<file path="config.mk">
export PLATFORM = sky130hd
export DESIGN_NAME = farthest_insertion_route
export DESIGN_NICKNAME = d
export VERILOG_FILES = /design/src/hw/rtl/frt_pkg.sv /design/src/hw/rtl/frt_dist.sv /design/src/hw/rtl/frt_seq.sv /design/src/hw/rtl/farthest_insertion_route.sv
export SDC_FILE = /design/constraint.sdc
export NUM_CORES = 2
export LEC_CHECK = 0
export BUFFER_PORTS_ARGS = -buffer_cell sky130_fd_sc_hd__buf_4
export CAP_MARGIN = 20
export CORE_MARGIN = 2
export CORE_UTILIZATION = 50
export DETAILED_ROUTE_END_ITERATION = 7
export PLACE_DENSITY = 0.72
export RECOVER_POWER = 50
export SETUP_SLACK_MARGIN = 0.3
export SLEW_MARGIN = 10
export SYNTH_ARGS = -nofsm -noshare
export SYNTH_HDL_FRONTEND = slang
export SYNTH_SLANG_ARGS = --single-unit
</file>
<file path="constraint.sdc">
create_clock -name clk_i -period 8.4 [get_ports clk_i]
set_input_delay 1.68 -clock clk_i [delete_from_list [all_inputs] [get_ports clk_i]]
set_output_delay 1.68 -clock clk_i [all_outputs]
set_load 0.1 [all_outputs]
</file>
<file path="src/hw/rtl/frt_pkg.sv">
`default_nettype none

package frt_pkg;

  localparam int unsigned CoordBits  = 12;
  localparam int unsigned MagBits    = CoordBits;
  localparam int unsigned FracBits   = 8;
  localparam int unsigned SqBits     = 2 * MagBits + 1;
  localparam int unsigned RadBits    = SqBits + 2 * FracBits;
  localparam int unsigned RootBits   = (RadBits + 1) / 2;
  localparam int unsigned RemBits    = RootBits + 3;
  localparam int unsigned SumBits    = 32;
  localparam int unsigned CfgIdxBits = 2;

  localparam logic [CfgIdxBits-1:0] CfgStartX = CfgIdxBits'(0);
  localparam logic [CfgIdxBits-1:0] CfgStartY = CfgIdxBits'(1);

  typedef logic signed [CoordBits-1:0] coord_t;

  typedef struct packed {
    coord_t x;
    coord_t y;
  } pos_t;

  typedef struct packed {
    coord_t point_x;
    coord_t point_y;
    logic   last_point;
  } in_word_t;

  typedef struct packed {
    coord_t route_x;
    coord_t route_y;
    logic   route_last;
  } out_word_t;

  typedef struct packed {
    logic      valid;
    out_word_t word;
  } emit_t;

  typedef struct packed {
    logic   start;
    coord_t ax;
    coord_t ay;
    coord_t bx;
    coord_t by;
  } dist_req_t;

  typedef struct packed {
    logic                done;
    logic [RootBits-1:0] root;
  } dist_rsp_t;

  typedef enum logic [1:0] {
    D_IDLE,
    D_SQX,
    D_SQY,
    D_ROOT
  } dist_state_e;

  typedef enum logic [3:0] {
    S_LOAD,
    S_FIRST_GO,
    S_FIRST_WT,
    S_SEL_GO,
    S_SEL_WT,
    S_INS_GO,
    S_INS_WT,
    S_INS_DO,
    S_EMIT
  } seq_state_e;

  function automatic logic [SumBits-1:0] sat_add(input logic [SumBits-1:0] a,
                                                 input logic [SumBits-1:0] b);
    logic [SumBits:0] s;
    s = {1'b0, a} + {1'b0, b};
    return s[SumBits] ? {SumBits{1'b1}} : s[SumBits-1:0];
  endfunction

endpackage

`default_nettype wire

</file>
<file path="src/hw/rtl/frt_dist.sv">
`default_nettype none

module frt_dist (
  input  wire logic              clk_i,
  input  wire logic              rst_ni,
  input  wire frt_pkg::dist_req_t req_i,
  output frt_pkg::dist_rsp_t     rsp_o
);

  localparam int unsigned StepBits = $clog2(frt_pkg::RootBits);

  frt_pkg::dist_state_e state_q, state_d;
  logic [frt_pkg::MagBits-1:0]    mx_q, mx_d, my_q, my_d;
  logic [frt_pkg::SqBits-1:0]     sq_q, sq_d;
  logic [2*frt_pkg::RootBits-1:0] rad_q, rad_d;
  logic [frt_pkg::RemBits-1:0]    rem_q, rem_d;
  logic [frt_pkg::RootBits-1:0]   root_q, root_d;
  logic [StepBits-1:0]            step_q, step_d;
  logic                           done_q, done_d;

  logic signed [frt_pkg::CoordBits:0] dx, dy;
  logic [frt_pkg::SqBits-1:0]         sq_sum;
  logic [frt_pkg::RemBits-1:0]        rem2, trial;

  always_comb begin
    dx = {req_i.ax[frt_pkg::CoordBits-1], req_i.ax} - {req_i.bx[frt_pkg::CoordBits-1], req_i.bx};
    dy = {req_i.ay[frt_pkg::CoordBits-1], req_i.ay} - {req_i.by[frt_pkg::CoordBits-1], req_i.by};
    sq_sum = sq_q + frt_pkg::SqBits'(my_q) * frt_pkg::SqBits'(my_q);
    rem2  = {rem_q[frt_pkg::RemBits-3:0], rad_q[2*frt_pkg::RootBits-1 -: 2]};
    trial = frt_pkg::RemBits'({root_q, 2'b01});

    state_d = state_q;
    mx_d    = mx_q;
    my_d    = my_q;
    sq_d    = sq_q;
    rad_d   = rad_q;
    rem_d   = rem_q;
    root_d  = root_q;
    step_d  = step_q;
    done_d  = 1'b0;

    unique case (state_q)
      frt_pkg::D_IDLE: begin
        if (req_i.start) begin
          mx_d    = dx[frt_pkg::CoordBits] ? frt_pkg::MagBits'(-dx) : frt_pkg::MagBits'(dx);
          my_d    = dy[frt_pkg::CoordBits] ? frt_pkg::MagBits'(-dy) : frt_pkg::MagBits'(dy);
          state_d = frt_pkg::D_SQX;
        end
      end
      frt_pkg::D_SQX: begin
        sq_d    = frt_pkg::SqBits'(mx_q) * frt_pkg::SqBits'(mx_q);
        state_d = frt_pkg::D_SQY;
      end
      frt_pkg::D_SQY: begin
        // radicand carries 16 fraction bits so the root carries 8
        rad_d   = (2*frt_pkg::RootBits)'(sq_sum) << (2 * frt_pkg::FracBits);
        rem_d   = '0;
        root_d  = '0;
        step_d  = '0;
        state_d = frt_pkg::D_ROOT;
      end
      frt_pkg::D_ROOT: begin
        if (rem2 >= trial) begin
          rem_d  = rem2 - trial;
          root_d = {root_q[frt_pkg::RootBits-2:0], 1'b1};
        end else begin
          rem_d  = rem2;
          root_d = {root_q[frt_pkg::RootBits-2:0], 1'b0};
        end
        rad_d  = rad_q << 2;
        step_d = step_q + StepBits'(1);
        if (step_q == StepBits'(frt_pkg::RootBits - 1)) begin
          done_d  = 1'b1;
          state_d = frt_pkg::D_IDLE;
        end
      end
    endcase
  end

  always_ff @(posedge clk_i or negedge rst_ni) begin
    if (!rst_ni) begin
      state_q <= frt_pkg::D_IDLE;
      step_q  <= '0;
      done_q  <= 1'b0;
    end else begin
      state_q <= state_d;
      step_q  <= step_d;
      done_q  <= done_d;
    end
  end

  always_ff @(posedge clk_i) begin
    mx_q   <= mx_d;
    my_q   <= my_d;
    sq_q   <= sq_d;
    rad_q  <= rad_d;
    rem_q  <= rem_d;
    root_q <= root_d;
  end

  assign rsp_o.done = done_q;
  assign rsp_o.root = root_q;

endmodule

`default_nettype wire

</file>
<file path="src/hw/rtl/frt_seq.sv">
`default_nettype none

module frt_seq #(
  parameter int unsigned MAX_POINTS = 8
) (
  input  wire logic               clk_i,
  input  wire logic               rst_ni,
  input  wire frt_pkg::pos_t      start_i,
  input  wire logic               in_valid_i,
  output logic                    in_ready_o,
  input  wire frt_pkg::in_word_t  in_word_i,
  output frt_pkg::emit_t          emit_o,
  input  wire logic               emit_take_i,
  output frt_pkg::dist_req_t      dist_req_o,
  input  wire frt_pkg::dist_rsp_t dist_rsp_i
);

  localparam int unsigned IdxBits = $clog2(MAX_POINTS);
  localparam int unsigned CntBits = $clog2(MAX_POINTS + 1);

  frt_pkg::seq_state_e state_q, state_d;
  logic [CntBits-1:0] cnt_q, cnt_d, n_q, n_d, len_q, len_d;
  logic [CntBits-1:0] i_q, i_d, k_q, k_d, src_q, src_d, e_q, e_d, pos_q, pos_d;
  logic [IdxBits-1:0] best_q, best_d;
  logic               found_q, found_d, closing_q, closing_d;
  logic [MAX_POINTS-1:0] visited_q, visited_d;
  logic [frt_pkg::SumBits-1:0] bestv_q, bestv_d, acc_q, acc_d, short_q, short_d;
  frt_pkg::pos_t pj_q, pj_d, prv_q, prv_d;

  frt_pkg::pos_t      store_q [MAX_POINTS];
  logic [IdxBits-1:0] ro_q    [MAX_POINTS];

  logic [IdxBits-1:0] ro_addr, rd_addr, ro_rd, ins_idx;
  logic [CntBits-1:0] ins_kn, e_m1;
  logic               ins_hit, st_we, ro_first_we, ro_ins_we;
  frt_pkg::pos_t      rd_pt;
  logic [frt_pkg::SumBits-1:0] d, s;

  assign ro_rd = ro_q[ro_addr];
  assign rd_pt = store_q[rd_addr];
  assign d     = frt_pkg::SumBits'(dist_rsp_i.root);
  assign s     = frt_pkg::sat_add(acc_q, d);

  always_comb begin
    e_m1    = e_q - CntBits'(1);
    ins_kn  = (state_q == frt_pkg::S_INS_GO) ? '0 : k_q + CntBits'(1);
    ins_hit = (ins_kn == i_q);
    unique case (state_q)
      frt_pkg::S_SEL_WT:                    ro_addr = k_q[IdxBits-1:0];
      frt_pkg::S_INS_GO, frt_pkg::S_INS_WT: ro_addr = src_q[IdxBits-1:0];
      frt_pkg::S_EMIT:                      ro_addr = e_m1[IdxBits-1:0];
      default:                              ro_addr = '0;
    endcase
    ins_idx = ins_hit ? best_q : ro_rd;
    unique case (state_q)
      frt_pkg::S_FIRST_GO, frt_pkg::S_SEL_GO: rd_addr = i_q[IdxBits-1:0];
      frt_pkg::S_SEL_WT, frt_pkg::S_EMIT:     rd_addr = ro_rd;
      frt_pkg::S_INS_GO, frt_pkg::S_INS_WT:   rd_addr = ins_idx;
      default:                                rd_addr = '0;
    endcase
  end

  always_comb begin
    state_d = state_q;   cnt_d = cnt_q;     n_d = n_q;         len_d = len_q;
    i_d = i_q;           k_d = k_q;         src_d = src_q;     e_d = e_q;
    pos_d = pos_q;       best_d = best_q;   found_d = found_q; closing_d = closing_q;
    visited_d = visited_q;
    bestv_d = bestv_q;   acc_d = acc_q;     short_d = short_q;
    pj_d = pj_q;         prv_d = prv_q;
    in_ready_o = 1'b0;   st_we = 1'b0;      ro_first_we = 1'b0; ro_ins_we = 1'b0;
    dist_req_o = '0;
    emit_o     = '0;

    unique case (state_q)
      frt_pkg::S_LOAD: begin
        in_ready_o = 1'b1;
        if (in_valid_i) begin
          // a point beyond a full set is dropped
          if (cnt_q < CntBits'(MAX_POINTS)) begin
            st_we = 1'b1;
            cnt_d = cnt_q + CntBits'(1);
          end
          if (in_word_i.last_point) begin
            n_d     = cnt_d;
            i_d     = '0;
            state_d = frt_pkg::S_FIRST_GO;
          end
        end
      end
      frt_pkg::S_FIRST_GO: begin
        dist_req_o = '{start: 1'b1, ax: start_i.x, ay: start_i.y, bx: rd_pt.x, by: rd_pt.y};
        state_d    = frt_pkg::S_FIRST_WT;
      end
      frt_pkg::S_FIRST_WT: begin
        if (dist_rsp_i.done) begin
          // later index wins on a tie
          if (i_q == '0 || d >= bestv_q) begin
            bestv_d = d;
            best_d  = i_q[IdxBits-1:0];
          end
          if (i_q + CntBits'(1) == n_q) begin
            ro_first_we = 1'b1;
            len_d       = CntBits'(1);
            visited_d   = MAX_POINTS'(1) << best_d;
            e_d         = '0;
            i_d         = '0;
            found_d     = 1'b0;
            state_d     = (n_q == CntBits'(1)) ? frt_pkg::S_EMIT : frt_pkg::S_SEL_GO;
          end else begin
            i_d     = i_q + CntBits'(1);
            state_d = frt_pkg::S_FIRST_GO;
          end
        end
      end
      frt_pkg::S_SEL_GO: begin
        priority if (i_q == n_q) begin
          i_d     = '0;
          src_d   = '0;
          state_d = frt_pkg::S_INS_GO;
        end else if (visited_q[i_q[IdxBits-1:0]]) begin
          i_d = i_q + CntBits'(1);
        end else begin
          dist_req_o = '{start: 1'b1, ax: start_i.x, ay: start_i.y, bx: rd_pt.x, by: rd_pt.y};
          pj_d    = rd_pt;
          k_d     = '0;
          acc_d   = '0;
          state_d = frt_pkg::S_SEL_WT;
        end
      end
      frt_pkg::S_SEL_WT: begin
        if (dist_rsp_i.done) begin
          acc_d = s;
          if (k_q == len_q) begin
            if (!found_q || s > bestv_q) begin
              found_d = 1'b1;
              bestv_d = s;
              best_d  = i_q[IdxBits-1:0];
            end
            i_d     = i_q + CntBits'(1);
            state_d = frt_pkg::S_SEL_GO;
          end else begin
            dist_req_o = '{start: 1'b1, ax: rd_pt.x, ay: rd_pt.y, bx: pj_q.x, by: pj_q.y};
            k_d = k_q + CntBits'(1);
          end
        end
      end
      frt_pkg::S_INS_GO: begin
        if (i_q > len_q) begin
          state_d = frt_pkg::S_INS_DO;
        end else begin
          dist_req_o = '{start: 1'b1, ax: start_i.x, ay: start_i.y, bx: rd_pt.x, by: rd_pt.y};
          prv_d     = rd_pt;
          k_d       = '0;
          acc_d     = '0;
          closing_d = 1'b0;
          src_d     = ins_hit ? src_q : src_q + CntBits'(1);
          state_d   = frt_pkg::S_INS_WT;
        end
      end
      frt_pkg::S_INS_WT: begin
        if (dist_rsp_i.done) begin
          acc_d = s;
          priority if (closing_q) begin
            // earliest position wins on a tie
            if (i_q == '0 || s < short_q) begin
              short_d = s;
              pos_d   = i_q;
            end
            i_d     = i_q + CntBits'(1);
            src_d   = '0;
            state_d = frt_pkg::S_INS_GO;
          end else if (k_q == len_q) begin
            // return leg to the start
            dist_req_o = '{start: 1'b1, ax: prv_q.x, ay: prv_q.y, bx: start_i.x, by: start_i.y};
            closing_d  = 1'b1;
          end else begin
            dist_req_o = '{start: 1'b1, ax: prv_q.x, ay: prv_q.y, bx: rd_pt.x, by: rd_pt.y};
            prv_d = rd_pt;
            k_d   = ins_kn;
            src_d = ins_hit ? src_q : src_q + CntBits'(1);
          end
        end
      end
      frt_pkg::S_INS_DO: begin
        ro_ins_we = 1'b1;
        len_d     = len_q + CntBits'(1);
        visited_d = visited_q | (MAX_POINTS'(1) << best_q);
        i_d       = '0;
        found_d   = 1'b0;
        e_d       = '0;
        state_d   = (len_q + CntBits'(1) == n_q) ? frt_pkg::S_EMIT : frt_pkg::S_SEL_GO;
      end
      frt_pkg::S_EMIT: begin
        emit_o.valid = 1'b1;
        if (e_q == '0) begin
          emit_o.word = '{route_x: start_i.x, route_y: start_i.y, route_last: 1'b0};
        end else begin
          emit_o.word = '{route_x: rd_pt.x, route_y: rd_pt.y, route_last: (e_q == n_q)};
        end
        if (emit_take_i) begin
          e_d = e_q + CntBits'(1);
          if (e_q == n_q) begin
            cnt_d   = '0;
            state_d = frt_pkg::S_LOAD;
          end
        end
      end
    endcase
  end

  always_ff @(posedge clk_i or negedge rst_ni) begin
    if (!rst_ni) begin
      state_q   <= frt_pkg::S_LOAD;
      cnt_q     <= '0;
      n_q       <= '0;
      len_q     <= '0;
      i_q       <= '0;
      k_q       <= '0;
      src_q     <= '0;
      e_q       <= '0;
      pos_q     <= '0;
      best_q    <= '0;
      found_q   <= 1'b0;
      closing_q <= 1'b0;
      visited_q <= '0;
    end else begin
      state_q   <= state_d;
      cnt_q     <= cnt_d;
      n_q       <= n_d;
      len_q     <= len_d;
      i_q       <= i_d;
      k_q       <= k_d;
      src_q     <= src_d;
      e_q       <= e_d;
      pos_q     <= pos_d;
      best_q    <= best_d;
      found_q   <= found_d;
      closing_q <= closing_d;
      visited_q <= visited_d;
    end
  end

  always_ff @(posedge clk_i) begin
    bestv_q <= bestv_d;
    acc_q   <= acc_d;
    short_q <= short_d;
    pj_q    <= pj_d;
    prv_q   <= prv_d;
    if (st_we) begin
      store_q[cnt_q[IdxBits-1:0]] <= '{x: in_word_i.point_x, y: in_word_i.point_y};
    end
  end

  // tour order: each entry takes its lower neighbour when a point is inserted ahead of it
  for (genvar g = 0; g < MAX_POINTS; g++) begin : g_ro
    always_ff @(posedge clk_i) begin
      if (ro_first_we && g == 0) begin
        ro_q[g] <= best_d;
      end else if (ro_ins_we) begin
        if (CntBits'(g) == pos_q) begin
          ro_q[g] <= best_q;
        end else if (g > 0 && CntBits'(g) > pos_q && CntBits'(g) <= len_q) begin
          ro_q[g] <= ro_q[(g > 0) ? g - 1 : 0];
        end
      end
    end
  end

endmodule

`default_nettype wire

</file>
<file path="src/hw/rtl/farthest_insertion_route.sv">
// channel  direction  handshake                    word
// in       input      in_valid_i / in_ready_o      frt_pkg::in_word_t  (one target point)
// out      output     out_valid_o / out_ready_i    frt_pkg::out_word_t (one route stop)
// cfg      input      cfg_we_i, cfg_idx_i          cfg_data_i          (start_x, start_y)
//
// each handshake takes one point; the word with last_point starts planning and
// in_ready_o stays low until the last stop has entered the output register.
// planning runs on one shared distance unit (abs diff, two squares, one root bit
// a cycle), on the order of n^3/2 distances for n points.
// reset clears control state and the start position; stored points need no clearing.
// a stalled output holds its word in the output register; the next set may load meanwhile.
`default_nettype none

module farthest_insertion_route #(
  parameter int unsigned MAX_POINTS = 8
) (
  input  wire logic                               clk_i,
  input  wire logic                               rst_ni,
  input  wire logic                               in_valid_i,
  output logic                                    in_ready_o,
  input  wire frt_pkg::in_word_t                  in_word_i,
  output logic                                    out_valid_o,
  input  wire logic                               out_ready_i,
  output frt_pkg::out_word_t                      out_word_o,
  input  wire logic                               cfg_we_i,
  input  wire logic [frt_pkg::CfgIdxBits-1:0]     cfg_idx_i,
  input  wire logic [frt_pkg::CoordBits-1:0]      cfg_data_i
);

  frt_pkg::pos_t      start_q;
  frt_pkg::emit_t     emit;
  frt_pkg::dist_req_t dist_req;
  frt_pkg::dist_rsp_t dist_rsp;
  frt_pkg::out_word_t out_q;
  logic               ov_q, ov_d, take;

  always_ff @(posedge clk_i or negedge rst_ni) begin
    if (!rst_ni) begin
      start_q <= '0;
    end else if (cfg_we_i) begin
      if (cfg_idx_i == frt_pkg::CfgStartX) start_q.x <= cfg_data_i;
      if (cfg_idx_i == frt_pkg::CfgStartY) start_q.y <= cfg_data_i;
    end
  end

  assign take = emit.valid && (!ov_q || out_ready_i);

  always_comb begin
    priority if (take)   ov_d = 1'b1;
    else if (out_ready_i) ov_d = 1'b0;
    else                 ov_d = ov_q;
  end

  always_ff @(posedge clk_i or negedge rst_ni) begin
    if (!rst_ni) ov_q <= 1'b0;
    else         ov_q <= ov_d;
  end

  always_ff @(posedge clk_i) begin
    if (take) out_q <= emit.word;
  end

  assign out_valid_o = ov_q;
  assign out_word_o  = out_q;

  frt_seq #(
    .MAX_POINTS(MAX_POINTS)
  ) u_seq (
    .clk_i      (clk_i),
    .rst_ni     (rst_ni),
    .start_i    (start_q),
    .in_valid_i (in_valid_i),
    .in_ready_o (in_ready_o),
    .in_word_i  (in_word_i),
    .emit_o     (emit),
    .emit_take_i(take),
    .dist_req_o (dist_req),
    .dist_rsp_i (dist_rsp)
  );

  frt_dist u_dist (
    .clk_i (clk_i),
    .rst_ni(rst_ni),
    .req_i (dist_req),
    .rsp_o (dist_rsp)
  );

endmodule

`default_nettype wire

</file>
==> impl.org <==
** Routing
- Iteration-0 DRC count of the detailed router :: 2090
- After detailed routing, the number of remaining DRC violations is 0.
- Dividing the detail-routed via count by the number of cells gives 5.72.
- Final wirelength :: 83700 µm
- Vias :: 26400
- Dividing the detail-routed wire length by the instance count gives 18.1 µm.
- Iteration count of the initial detailed-routing pass :: 7
- The count of nets left with antenna violations once routing finished came out at 0.

** Hold path
- The path class of the tightest hold or removal check is reg2reg.

** Global routing
- The number of antenna violations at the first check in global routing was 0.
- Maximum number of pins on one net before global-route repair :: 72
- Total global routing overflow :: 0
- Global routing used 21.6% of the available tracks across all layers.
- The number of global-route vias before repair was 26200.
- The first global-routing pass estimated 136000 µm of wire.

** Cells and area
- Compared with the post-synthesis result, the final layout area differs by 9.05%.
- Post-layout net count :: 4105
- Summed area of non-filler cells in the final layout :: 41700 µm²
- The post-route netlist has 8.37% of its cells at a drive strength greater than 1.
- Post-route non-filler standard cell count :: 4622
- The repair_antennas step left the layout with diodes totalling 0.

** Timing
- Fraction of the cycle the final worst path needs :: 91.7%
- Final-layout setup total negative slack :: 0 ns
- Worst Clk Skew :: 0.0481 ns
- Setup violations remaining at the end of the flow were counted as 0.
- Fmax :: 130 MHz
- Relative slew slack :: -165%
- For the finished layout, the period the worst path requires is 7.70 ns.
- For the pin with the worst max-slew slack, the measured transition is 3.97 ns.
- The number of endpoints with negative hold slack in the final report came to 0.
- The number of slew-limit violations in the final report is 308.
- Setup repair after global routing left no endpoint under its margin.

** Logic synthesis
- Synthesis produced a netlist with a net count of 4067.
- The Yosys step of the flow raised 0 warnings.
- Number of instances in the synthesized netlist :: 3554
- Register bit total from synthesis :: 582
- Main flop type after synthesis :: edfxtp_1
- Cell Area, Synth :: 38200 µm²
- Each instance of the synthesized netlist takes up on average 10.7 µm².
- Counting distinct cell types in the post-synthesis netlist gives 92.
- Sequential share of the synthesized area :: 44.7%
- After synthesis, the share of flip-flops with an asynchronous set or reset is 13.9%.
- Number of synthesized flops with an enable pin :: 501

** Setup path
- Classification of the worst setup path :: reg2reg
- Required time of the critical path :: 8.80 ns
- R2R Path End :: u_dist.mx_q[11]
- Worst reg2reg startpoint :: u_seq.i_q[0]
- Critical Path Start :: u_seq.i_q[0]
- For the worst flop-to-flop path, the logic depth is 20.
- Worst setup slack for register-to-register paths :: 0.70 ns
- Critical path launch point type :: register
- Max FO, Critical Path :: 26
- STA classifies the critical path endpoint as a register.
- Endpoint of the worst setup timing path :: u_dist.mx_q[11]
- Data on the critical path arrives at its endpoint at 8.10 ns.

** Placed design
- Summed over all nets, the half-perimeter wirelength after detailed placement is 59400 µm.
- Number of port buffers :: 70
- Placed instance area :: 39700 µm²
- Routability-driven placement finished with a final weighted congestion of 0.863.
- In this run, placement finished with an instance count of 4505.

** Clocking
- Buffers inserted by post-CTS timing repair :: 0
- The clock tree synthesis step divided the H-tree into 2 levels.
- The number of gates resized after CTS was 0.
- Clock latency on the worst-skew pair, taken at its later pin, is 0.67 ns.
- Counting the buffers created by CTS gives 61.
- Number of clock sinks :: 582
- CTS placed an instance of clkbuf_16 at the clock tree root.
- Clock-pin slew was measured on the worst setup and hold paths at 0.06 ns.
- Bufs on Longest Clock Path :: 3
- CTS tree :: done
- For this design, the CTS-stage hold fixing added 0 buffers.

** Floorplanning
- Vertical die dimension :: 280 µm
- Core area :: 75800 µm²
- The die is 280 µm wide.
- Rows :: 101
- Initial core utilization :: 50.4%
- During I/O placement, the number of pins put on the boundary was 71.
- The die covers 78600 µm².

** Pwr
- Max IR drop VDD :: 0.190 mV
- Summed over all cells, the static leakage comes to 0.0172 µW.
- Total power of the final layout :: 8210 µW
- The analysis attributes to net switching a power of 2430 µW.
- The clock network accounts for 34.8% of the total power.
- Cell internal pwr :: 5780 µW
- Switching Share :: 29.6%
- Reg power frac :: 42.2%
- Total power per unit cell area :: 197 nW/µm²
- Fraction of power consumed by combinational cells :: 23.0%

** Run
- Across the run, the number of max-cap violations was 7.

** Run status
- The checks that failed: capacitance limit, slew limit.
- The flow ran to the end, but the final reports show violations.
-- per-stage QoR --
stage	utilization, %	hold slack (ns)	setup slack [ns]
final	54.9	0.502	0.696
after CTS	55.2	0.498	1.24
after global routing	54.9	0.534	0.365
after detailed placement	52.4	0.484	1.26
after floorplan	-	0.455	1.38
after global placement	52.4	0.477	1.41
-- per-layer routing --
layer	GRT usage [%]	routed length, µm	up-vias
met5	0	0	-
met3	3.37	5180	138
met4	6.53	2110	0
met1	29.3	36400	12900
li1	-	-	12500
met2	35.6	40100	823
-- critical path: stages, from the launching register on --
cell and delay, ns:
dfrtp_1 0.32, clkbuf_1 0.74, mux4_2 0.62, mux2_1 0.40, nor3_1 0.23, clkbuf_1 1.34, a21o_1 0.25, buf_4 0.36
a222oi_1 0.18, ha_1 0.27, fa_1 0.41, nor2b_1 0.13, o21ai_0 0.10, a21boi_0 0.27, o21a_1 0.16, nor2_1 0.06
o21ai_0 0.31, xor2_1 0.15, or4_1 0.60, o41a_1 0.40, xnor2_1 0.13
-- worst min-delay path by stage --
stage	from	end	slack, ns	depth (start not counted)
6_report	u_seq.visited_q[3]	u_seq.visited_q[3]	0.50	2
5_1_grt	u_seq.visited_q[6]	u_seq.visited_q[6]	0.53	2
4_1_cts	u_seq.visited_q[3]	u_seq.visited_q[3]	0.50	2
3_5_place_dp	u_seq.visited_q[3]	u_seq.visited_q[3]	0.48	2
3_3_place_gp	u_seq.visited_q[3]	u_seq.visited_q[3]	0.48	2
2_1_floorplan	u_seq.visited_q[6]	u_seq.visited_q[6]	0.46	2
-- final cells by class --
type	instances	area, µm²
Multi-Input combinational cell	2447	19100
Clock inverter	39	495
Fill cell	6512	34200
Tap cell	978	1220
Timing Repair Buffer	116	642
Clock buffer	76	1640
Inverter	384	1440
Sequential cell	582	17100
-- cell families after synthesis --
kind of cell    count (synthesis)  share of synthesized area (%)
xor+xnor                      146                           3.38
compound gates                613                           10.5
fa+ha+maj                     469                           18.9
flops                         582                           44.7
other cells                     1                        0.00982
mux                            91                           2.65
simple gates                 1127                           14.5
buf+inv                       525                           5.34
-- flip-flops by register name (all words and copies together) (netlist names), 5 cells and up --
signal	count
u_seq.visited_q	8
u_dist.root_q	21
out_word_o	25
u_seq.short_q	32
u_dist.sq_q	23
u_seq.bestv_q	32
u_dist.mx_q	12
u_seq.ro_q	24
u_seq.acc_q	32
u_seq.store_q	192
u_dist.my_q	12
start_q	24
u_seq.pj_q	24
u_seq.prv_q	24
u_dist.rem_q	22
u_dist.step_q	5
u_dist.rad_q	26
-- placed cells by master (no fill, tap or decap), types with 19 or more instances in the layout --
cell       instances
xnor2_1           95
mux2i_1           36
nor2b_1           33
a31oi_1           19
nor3_1            38
clkbuf_16         61
edfxtp_1         501
a21o_1            56
a21oi_1          112
nand4_2           19
nand3_2           19
a211oi_1          22
a22oi_1           28
nand3_1          142
buf_4             51
mux2_2            51
and3_1            19
fa_1             181
dfrtp_1           81
nand4_1           29
inv_2             20
o21a_1            30
nand2b_1          34
inv_1            362
nor2_1           226
and2_1           103
o21ai_0          196
a222oi_1          21
ha_1             288
clkbuf_1          72
xor2_1            50
nand2_1          386
-- cells in the mapped netlist, drive strengths merged, types with 9 or more instances --
cell | n | area share [%]
o31ai | 13 | 0.26
edfxtp | 501 | 39
a21o | 56 | 1.1
o21ai | 197 | 2.6
nor2 | 234 | 2.3
a21oi | 113 | 1.5
a22oi | 29 | 0.61
ha | 288 | 9.4
or3 | 13 | 0.21
fa | 181 | 9.5
nor3 | 41 | 0.55
xnor2 | 95 | 2.2
a31oi | 19 | 0.31
nand4 | 48 | 1.1
xor2 | 50 | 1.1
a222oi | 21 | 0.55
dfrtp | 81 | 5.3
inv | 382 | 3.8
a21boi | 13 | 0.27
nand2 | 388 | 3.8
nor4 | 11 | 0.18
nand2b | 34 | 0.56
buf | 31 | 0.48
nand3 | 161 | 2.4
o211ai | 9 | 0.18
nor2b | 35 | 0.59
o21a | 30 | 0.59
and2 | 106 | 1.7
clkbuf | 110 | 1.1
mux2i | 36 | 0.94
and3 | 19 | 0.31
a211oi | 22 | 0.43
mux2 | 52 | 1.5
o21bai | 13 | 0.26
or2 | 10 | 0.16
-- power groups by stage --
| stage | Clock (µW) | Sequential (µW) | Combinational, µW |
|---|---|---|---|
| 2_1_floorplan | 0 | 3460 | 1470 |
| 3_3_place_gp | 0 | 3520 | 1850 |
| 3_5_place_dp | 0 | 3520 | 1890 |
| 4_1_cts | 2900 | 3460 | 1910 |
| 5_1_grt | 3010 | 3480 | 2170 |
| 6_report | 2860 | 3460 | 1890 |
Note: power is estimated with default switching activity, not from simulation.
